[src/design/uir_pkg.sv]
// ----------------------------------------------------------------------------
// Unique ID registry package
// Command, set, status and state codes shared by the registry and its checker.
// ----------------------------------------------------------------------------
`timescale 1ns / 1ps

package uir_pkg;

  typedef enum logic [1:0] {
    CMD_ADD    = 2'd0,
    CMD_REMOVE = 2'd1,
    CMD_CREATE = 2'd2
  } cmd_t;

  typedef enum logic [2:0] {
    ST_OK      = 3'd0,
    ST_BAD_SET = 3'd1,
    ST_ZERO    = 3'd2,
    ST_COLLIDE = 3'd3,
    ST_MISSING = 3'd4,
    ST_FULL    = 3'd5
  } status_t;

  typedef enum logic [2:0] {
    S_CLEAR,
    S_IDLE,
    S_SCAN,
    S_DRAIN,
    S_DECIDE,
    S_RESULT
  } state_t;

  localparam logic [1:0] SET_VESSEL = 2'd0;
  localparam logic [1:0] SET_PART   = 2'd1;

  localparam logic REG_RANDOM_SEED = 1'b0;

endpackage

[src/design/unique_id_registry.sv]
// ----------------------------------------------------------------------------
// Unique ID registry
// Two tables of unique 32-bit IDs with add, remove and random create commands.
// ----------------------------------------------------------------------------
// After reset the block sweeps all 2**(clog2(CAPACITY)+1) words of its table
// memory, taking no word until the sweep is done. Each command then scans
// every entry of the chosen table through the single read port of the memory,
// one entry a cycle. An add or a remove then offers its result; a create does
// the same after one more scan of the table for every redraw that hits an ID
// already present. A rejected set or a zero ID on add skips the scan and goes
// straight to the result. One word is worked on at a time; the next is taken
// while the previous result waits at the output.
`timescale 1ns / 1ps

module unique_id_registry
  import uir_pkg::*;
#(
  parameter int CAPACITY = 64
) (
  input  logic        clk,
  input  logic        rst,
  input  logic        in_valid,
  output logic        in_ready,
  input  logic [1:0]  command,
  input  logic [1:0]  set_select,
  input  logic [31:0] id_value,
  output logic        out_valid,
  input  logic        out_ready,
  output logic [2:0]  status,
  output logic [31:0] id_result,
  input  logic        psel,
  input  logic        penable,
  input  logic        pwrite,
  input  logic [2:0]  paddr,
  input  logic [31:0] pwdata,
  output logic [31:0] prdata,
  output logic        pready
);

  localparam int IW        = (CAPACITY > 1) ? $clog2(CAPACITY) : 1;
  localparam int AW        = IW + 1;
  localparam int MEM_DEPTH = 2 ** AW;
  localparam logic [IW-1:0] LAST_IDX = IW'(CAPACITY - 1);

  function automatic logic [31:0] xs_next(input logic [31:0] x);
    logic [31:0] y;
    y = x ^ (x << 13);
    y = y ^ (y >> 17);
    y = y ^ (y << 5);
    return y;
  endfunction

  logic [32:0] mem [MEM_DEPTH];

  state_t        state, state_next;
  logic [AW-1:0] clr_addr;
  logic [IW-1:0] scan_idx;
  logic          pend;
  logic [IW-1:0] pend_idx;
  logic          found;
  logic [IW-1:0] found_idx;
  logic          has_free;
  logic [IW-1:0] free_idx;
  cmd_t          cmd_r;
  logic          sel_r;
  logic [31:0]   target;
  logic [31:0]   gen;
  logic [31:0]   seed;
  status_t       res_status;
  logic [31:0]   res_id;
  logic [32:0]   rd_data;

  logic          in_acc;
  logic          bad_word;
  logic          issue;
  logic          wr_en;
  logic [AW-1:0] wr_addr;
  logic [32:0]   wr_data;
  logic          cfg_wr;
  logic          redraw;
  logic          out_load;

  assign in_acc   = in_valid && in_ready;
  assign bad_word = !(command == CMD_ADD || command == CMD_REMOVE || command == CMD_CREATE)
                    || (set_select != SET_VESSEL && set_select != SET_PART);
  assign cfg_wr   = psel && penable && pwrite && pready && (paddr[2] == REG_RANDOM_SEED);
  assign redraw   = (cmd_r == CMD_CREATE) && has_free && ((target == 32'd0) || found);
  assign out_load = (state == S_RESULT) && (!out_valid || out_ready);

  assign pready = 1'b1;
  assign prdata = (paddr[2] == REG_RANDOM_SEED) ? seed : 32'd0;

  always_comb begin
    state_next = state;
    unique case (state)
      S_CLEAR: begin
        if (&clr_addr) state_next = S_IDLE;
      end
      S_IDLE: begin
        if (in_acc) begin
          if (bad_word || (command == CMD_ADD && id_value == 32'd0)) begin
            state_next = S_RESULT;
          end else begin
            state_next = S_SCAN;
          end
        end
      end
      S_SCAN: begin
        if (scan_idx == LAST_IDX) state_next = S_DRAIN;
      end
      S_DRAIN: begin
        state_next = S_DECIDE;
      end
      S_DECIDE: begin
        state_next = redraw ? S_SCAN : S_RESULT;
      end
      S_RESULT: begin
        if (!out_valid || out_ready) state_next = S_IDLE;
      end
      default: state_next = S_IDLE;
    endcase
  end

  always_comb begin
    in_ready = 1'b0;
    issue    = 1'b0;
    wr_en    = 1'b0;
    wr_addr  = {sel_r, free_idx};
    wr_data  = {1'b1, target};
    unique case (state)
      S_CLEAR: begin
        wr_en   = 1'b1;
        wr_addr = clr_addr;
        wr_data = 33'd0;
      end
      S_IDLE: begin
        in_ready = 1'b1;
      end
      S_SCAN: begin
        issue = 1'b1;
      end
      S_DECIDE: begin
        case (cmd_r)
          CMD_ADD: begin
            wr_en = !found && has_free;
          end
          CMD_REMOVE: begin
            wr_en   = found;
            wr_addr = {sel_r, found_idx};
            wr_data = {1'b0, target};
          end
          CMD_CREATE: begin
            wr_en = has_free && (target != 32'd0) && !found;
          end
          default: wr_en = 1'b0;
        endcase
      end
      default: begin
        in_ready = 1'b0;
      end
    endcase
  end

  always_ff @(posedge clk) begin
    if (wr_en) begin
      mem[wr_addr] <= wr_data;
    end
  end

  always_ff @(posedge clk) begin
    if (issue) begin
      rd_data <= mem[{sel_r, scan_idx}];
    end
  end

  always_ff @(posedge clk) begin
    if (rst) begin
      state     <= S_CLEAR;
      clr_addr  <= '0;
      pend      <= 1'b0;
      out_valid <= 1'b0;
      gen       <= 32'd1;
      seed      <= 32'd1;
    end else begin
      state <= state_next;
      pend  <= issue;
      if (state == S_CLEAR) begin
        clr_addr <= clr_addr + 1'b1;
      end
      if (cfg_wr) begin
        seed <= pwdata;
        gen  <= (pwdata != 32'd0) ? pwdata : 32'd1;
      end else if (state == S_DECIDE && cmd_r == CMD_CREATE && has_free) begin
        gen <= target;
      end
      if (out_load) begin
        out_valid <= 1'b1;
      end else if (out_ready) begin
        out_valid <= 1'b0;
      end
    end
  end

  always_ff @(posedge clk) begin
    if (in_acc) begin
      cmd_r      <= cmd_t'(command);
      sel_r      <= set_select[0];
      target     <= (command == CMD_CREATE) ? xs_next(gen) : id_value;
      res_id     <= (command == CMD_CREATE) ? 32'd0 : id_value;
      res_status <= bad_word ? ST_BAD_SET : ST_ZERO;
      scan_idx   <= '0;
      found      <= 1'b0;
      has_free   <= 1'b0;
    end else if (state == S_SCAN) begin
      scan_idx <= scan_idx + 1'b1;
    end else if (state == S_DECIDE) begin
      case (cmd_r)
        CMD_ADD: begin
          if (found) begin
            res_status <= ST_COLLIDE;
          end else if (!has_free) begin
            res_status <= ST_FULL;
          end else begin
            res_status <= ST_OK;
          end
        end
        CMD_REMOVE: begin
          res_status <= found ? ST_OK : ST_MISSING;
        end
        CMD_CREATE: begin
          if (!has_free) begin
            res_status <= ST_FULL;
            res_id     <= 32'd0;
          end else if (redraw) begin
            target   <= xs_next(target);
            scan_idx <= '0;
            found    <= 1'b0;
            has_free <= 1'b0;
          end else begin
            res_status <= ST_OK;
            res_id     <= target;
          end
        end
        default: res_status <= ST_BAD_SET;
      endcase
    end
    if (state == S_SCAN) begin
      pend_idx <= scan_idx;
    end
    if (pend) begin
      if (rd_data[32] && rd_data[31:0] == target && !found) begin
        found     <= 1'b1;
        found_idx <= pend_idx;
      end
      if (!rd_data[32] && !has_free) begin
        has_free <= 1'b1;
        free_idx <= pend_idx;
      end
    end
    if (out_load) begin
      status    <= res_status;
      id_result <= res_id;
    end
  end

endmodule

[config.mk]
export PLATFORM = sky130hd
export DESIGN_NAME = unique_id_registry
export DESIGN_NICKNAME = d
export VERILOG_FILES = /design/src/design/uir_pkg.sv /design/src/design/unique_id_registry.sv
export SDC_FILE = /design/constraint.sdc
export NUM_CORES = 2
export LEC_CHECK = 0
export BUFFER_PORTS_ARGS = -buffer_cell sky130_fd_sc_hd__buf_2
export CORE_MARGIN = 1
export CORE_UTILIZATION = 45
export DETAILED_ROUTE_END_ITERATION = 10
export HOLD_SLACK_MARGIN = 0.03
export PLACE_DENSITY = 0.74
export SLEW_MARGIN = 10
export SYNTH_ARGS = -nofsm -noshare
export SYNTH_HDL_FRONTEND = slang
export SYNTH_MEMORY_MAX_BITS = 65536
export SYNTH_SLANG_ARGS = --single-unit
[constraint.sdc]
create_clock -name clk -period 5.9 [get_ports clk]
set_input_delay 0.59 -clock clk [delete_from_list [all_inputs] [get_ports clk]]
set_output_delay 0.59 -clock clk [all_outputs]
set_load 0.02 [all_outputs]
* After elaboration in Yosys (flattened, before gate mapping)
Memory sizes are Yosys's and may differ from the RTL's. A register that Yosys moved wholly into a read port is not among the register bits.
Cells that the tools add are included.
** Word-level totals
- Bits in registers :: 207
- RAM bits :: 4224
- Bits of input ports :: 78
- Output and inout port bits :: 70
- Logic and storage cells :: 170
- Memories :: 1
** Operators by class
- Add/sub/neg operators :: 2
- Eq/ne operators :: 19
- Multiplexer cells :: 68
- Bitwise logic cells :: 7
- Reduce and logical (&&, ||, !) cells :: 54
** Memory list
- mem :: words 128, bits a word 33, rd ports 1, clocked after Yosys merged registers in 1, wr ports 1, RTL line unique_id_registry.sv:53 : logic [32:0] mem [MEM_DEPTH];
** Operator list (count)
- 32-bit two-way mux :: 18
- 32-bit XOR :: 4
- 33-bit one-hot mux with 2 select lines :: 1
- 32-bit zero test :: 2
- 32-bit nonzero test :: 2
- 32-bit by 15-bit XOR with 32-bit output :: 2
- 3-bit two-way mux :: 14
- 6-bit two-way mux :: 6
- 33-bit two-way mux :: 1
- 32-bit equality test :: 1
- 1-bit two-way mux :: 22
- 2-bit nonzero test :: 11
- 3-bit one-hot mux with 6 select lines :: 1
- 1-bit logical AND :: 17
- 7-bit one-hot mux with 2 select lines :: 1
- 4-bit AND reduction :: 3
- 3-bit one-hot mux with 3 select lines :: 1
- 2-bit inequality test (second input constant) :: 4
- 7-bit by 1-bit adder with 7-bit output (second input constant) :: 1
- 7-bit AND reduction :: 1
- 6-bit by 1-bit adder with 6-bit output (second input constant) :: 1
- 3-bit by 2-bit equality test with 1-bit output (second input constant) :: 2
- 3-bit equality test (second input constant) :: 2
- 6-bit equality test (second input constant) :: 1
- other kinds (17) :: 31

* Longest topological paths before layout
- Depth after elaboration :: 11
- Mapped depth :: 9
- Depth with buffers taken out :: 7

* Worst setup path before layout
OpenSTA, ideal clock, no wires.
- Path kind :: register -> register
- Start :: register cmd_r[1]
- End :: memory mem[102][0] (enable)
- Library setup time :: 0.518 ns
- Arrival time :: 5.503 ns
- Slack :: -0.121 ns
- Stages on the path, launching flop included :: 8
- Path buffers :: 1
- Period minus slack after synthesis :: 6.021 ns
- Path through :: edfxtp_1 nand2b_1 or4b_2 clkbuf_1 o221ai_1 and2_1 nand2_1 nor4b_1
** Between the ends
- Word-level cells in the longest chain between the ends :: 5
** Ends and longest elaborated chain
- start: declaration :: RTL line unique_id_registry.sv:64 : cmd_t cmd_r;
- start signal: assignment :: RTL line unique_id_registry.sv:206 : cmd_r <= cmd_t'(command);
- 2-bit equality test (tied with other cells) :: RTL line unique_id_registry.sv:143 : case (cmd_r)
- 1-bit one-hot mux with 3 select lines :: RTL line unique_id_registry.sv:143
- 1-bit one-hot mux with 2 select lines :: RTL line unique_id_registry.sv:130 : unique case (state)
- 1-bit two-way mux :: RTL line unique_id_registry.sv:165 : if (wr_en) begin
- 1-bit two-way mux (implied by the code) :: RTL line unique_id_registry.sv:166 : mem[wr_addr] <= wr_data;
- end: declaration :: RTL line unique_id_registry.sv:53
Several ways; a longest one is shown, not always the timed one.

* Final worst setup path
- Start :: register cmd_r[1]
- End :: memory mem[42][27] (enable)
The elaborated chain is that of the path after synthesis.

==> impl_metrics.py <==
metrics = {
    "die": {
        "rows": 226,
        "die_w_um": 620,
        "io_pins": 148,
        "die_h_um": 620,
        "fp.dieArea_sq_um": 384000,
        "core_sq_um": 379000,
        "initial_core_util": 0.453,
    },
    "clock_tree": {
        "postCtsSetupBuffers": 0,
        "cts_buffer_depth": 4,
        "cts_resized": 0,
        "cts_made_buffers": 404,
        "tritoncts": "built",
        "h-tree-depth": 5,
        "cts.clk_slew.worst_paths_ps": 70,
        "root_buffer": "clkbuf_16",
        "clock_sinks": 4464,
        "clkLatencyLatePin_ps": 950,
    },
    "power_and_ir_drop": {
        "p_total_mw": 69.3,
        "ir_worst_vdd_mv": 0.254,
        "p_per_area_nw_per_um2": 356,
        "p_leak_nw": 62.3,
    },
    "global_route": {
        "grt_remaining_overflow": 0,
        "grt_max_degree": 105,
        "antenna_found_initial": 38,
        "grt_pass1_wl_mm": 622,
        "grtUsageTotal": 0.230,
        "grt_pass1_vias": 83300,
    },
    "route": {
        "routed_wl_mm": 446,
        "wl_per_cell_um": 34.1,
        "via_per_inst": 6.28,
        "via_count": 82100,
        "drc": 0,
        "ant_nets": 0,
        "drt_iter0_markers": 12800,
        "first_pass_iters": 7,
    },
    "layout": {
        "drive_gt1_frac": 0.334,
        "area_growth_pct": 13.4,
        "final_common_cell": "edfxtp_1",
        "final_util": 0.514,
        "num-fill-cells": 27900,
        "layout.nets": 7795,
        "layout.cells.non_filler": 13100,
        "mostFrequentLayoutCells": "4380 x edfxtp_1, 1386 x mux4_2, 416 x clkbuf_16",
    },
    "run_status": {
        "status": "completed",
    },
    "timing": {
        "max_freq_mhz": 205,
        "finalClockSkew_ps": 87.9,
        "whs_ps": 53.6,
        "setup_tns_ps": 0,
        "finalHoldViolCount": 0,
        "relSlewSlack": 0.141,
        "fin_crit_sh": 0.828,
        "setup_violations": 0,
        "rsz0062_at_grt": "false",
        "worst_pin_slew_ps": 1290,
        "fin_crit_ps": 4890,
        "slew_viol_final": 0,
    },
    "yosys": {
        "synth_async_sr_flop_share": 0,
        "synth_edf_count": 4380,
        "synth.cell_area_sq_um": 172000,
        "ys_seq_area_frac": 0.775,
        "synth_nets": 7276,
        "yosysWarnings": 0,
        "avgSynthCellArea_sq_um": 23.9,
        "synthFlopType": "edfxtp_1",
        "synth.largest_area_cell": "edfxtp_1",
        "ys_seq_elements": 4464,
        "syn-instance-count": 7196,
        "synthTopCellsByArea": "edfxtp_1 77%, mux4_2 18%, dfxtp_1 0.98%, clkbuf_1 0.59%, xnor2_1 0.44%",
        "synth_cell_types": 58,
        "synth_top_area_frac": 0.765,
    },
    "critical_path": {
        "endpoint_kind": "flip-flop",
        "required_ps": 6500,
        "cp-start-kind": "flip-flop",
        "timing.critical_path.fanout_max": 17,
        "path_class": "flip-flop to flip-flop",
        "cp.arrival_ps": 5490,
    },
    "hold_path": {
        "hp-class": "input pin to flip-flop",
    },
    "placed_design": {
        "portBuffers": 144,
        "dp.cells": 12300,
        "place_congestion": 0.917,
        "dp_hpwl_mm": 244,
    },
    "job": {
        "cap_violations": 0,
    },
}
power breakdown:
part | internal, mW | switching [mW] | leakage (nW)
clock network | 14.5 | 11.5 | 6.33
registers | 34.4 | 0.209 | 42.7
logic | 4.20 | 4.53 | 13.3
kinds of logic after synthesis:
logic type | after synthesis | synth area share
AND/OR/NAND/NOR | 485 | 0.0129
AO/OA/AOI/OAI | 223 | 0.00817
buffers and inverters | 411 | 0.00966
flip-flops | 4464 | 0.775
multiplexers | 1451 | 0.186
adder cells (fa/ha/maj) | 2 | 0.000146
other | 1 | 0.0000218
XOR/XNOR | 159 | 0.00810
registers in the layout, indices dropped and copies added (netlist names), 2 cells and up:
name and flops:
mem 4224, rd_data 33, gen 32, id_result 32, res_id 32, seed 32
target 32, clr_addr 7, found_idx 6, free_idx 6, pend_idx 6, scan_idx 6
res_status 3, state 3, status 3, cmd_r 2
final timing paths:
check                      from  depth (start not counted)  slack [ps]            end
setup / recovery       cmd_r[1]                          7        1010    mem[42][27]
hold / removal    set_select[0]                          1          50          sel_r
setup reg to reg       cmd_r[1]                          7        1010    mem[42][27]
hold reg to reg      res_id[15]                          0         410  id_result[15]
metal layers:
| layer | part of all wire | track usage | vias up |
|---|---|---|---|
| li1 | - | - | 31900 |
| met1 | 0.34 | 0.297 | 43300 |
| met2 | 0.48 | 0.372 | 5914 |
| met3 | 0.12 | 0.0538 | 1006 |
| met4 | 0.051 | 0.104 | 20 |
| met5 | 0.00032 | 0 | - |
final cells by class:
| cell class | count | area, sq um | share of cell area |
|---|---|---|---|
| clock buffer | 472 | 10600 | 0.0546 |
| multi-input combinational | 2321 | 38100 | 0.195 |
| sequential | 4464 | 133000 | 0.684 |
| inverter | 10 | 40.0 | 0.000205 |
| timing repair buffer | 514 | 4320 | 0.0222 |
| tap | 5016 | 6280 | 0.0322 |
| antenna | 16 | 40.0 | 0.000205 |
| clock inverter | 258 | 2270 | 0.0116 |
synthesized netlist by cell type, types with 3 or more instances:
cell type and count:
nand2b_1 6, nor4_1 31, nand4_1 12, xnor2_1 86
a311oi_1 3, mux2_2 64, a21oi_1 109, a31oi_1 5
clkbuf_1 270, xor2_1 73, edfxtp_1 4380, buf_2 79
buf_1 49, a211oi_1 27, and2_1 39, inv_1 9
o22ai_1 3, nand3_1 12, a22o_1 32, o21ai_0 12
dfxtp_1 84, mux4_2 1386, nor2_1 186, o21ai_1 9
o221ai_1 4, nor3_1 9, nand2_1 139, nor2b_1 38
what timing repair did:
item	in CTS	in global routing
endpoints found under the hold margin	83	0
hold buffers	54	0
setup endpoints to repair	0	0
stage by stage:
| stage | instance area (sq um) | setup slack [ps] |
|---|---|---|
| finish | 195000 | 1010 |
| global route | 195000 | 901 |
| CTS | 195000 | 1190 |
| detailed placement | 181000 | 1210 |
| global placement | 181000 | 1430 |
| floorplan | 172000 | -121 |
worst max-delay path: stages, from the launching register on:
cell	delay [ps]
edfxtp_1	490
nand2b_1	220
a21boi_1	930
o221ai_1	310
nor2b_1	650
nand2_1	680
nor2_4	860
buf_4	370
Power figures use the tool's default switching activity.
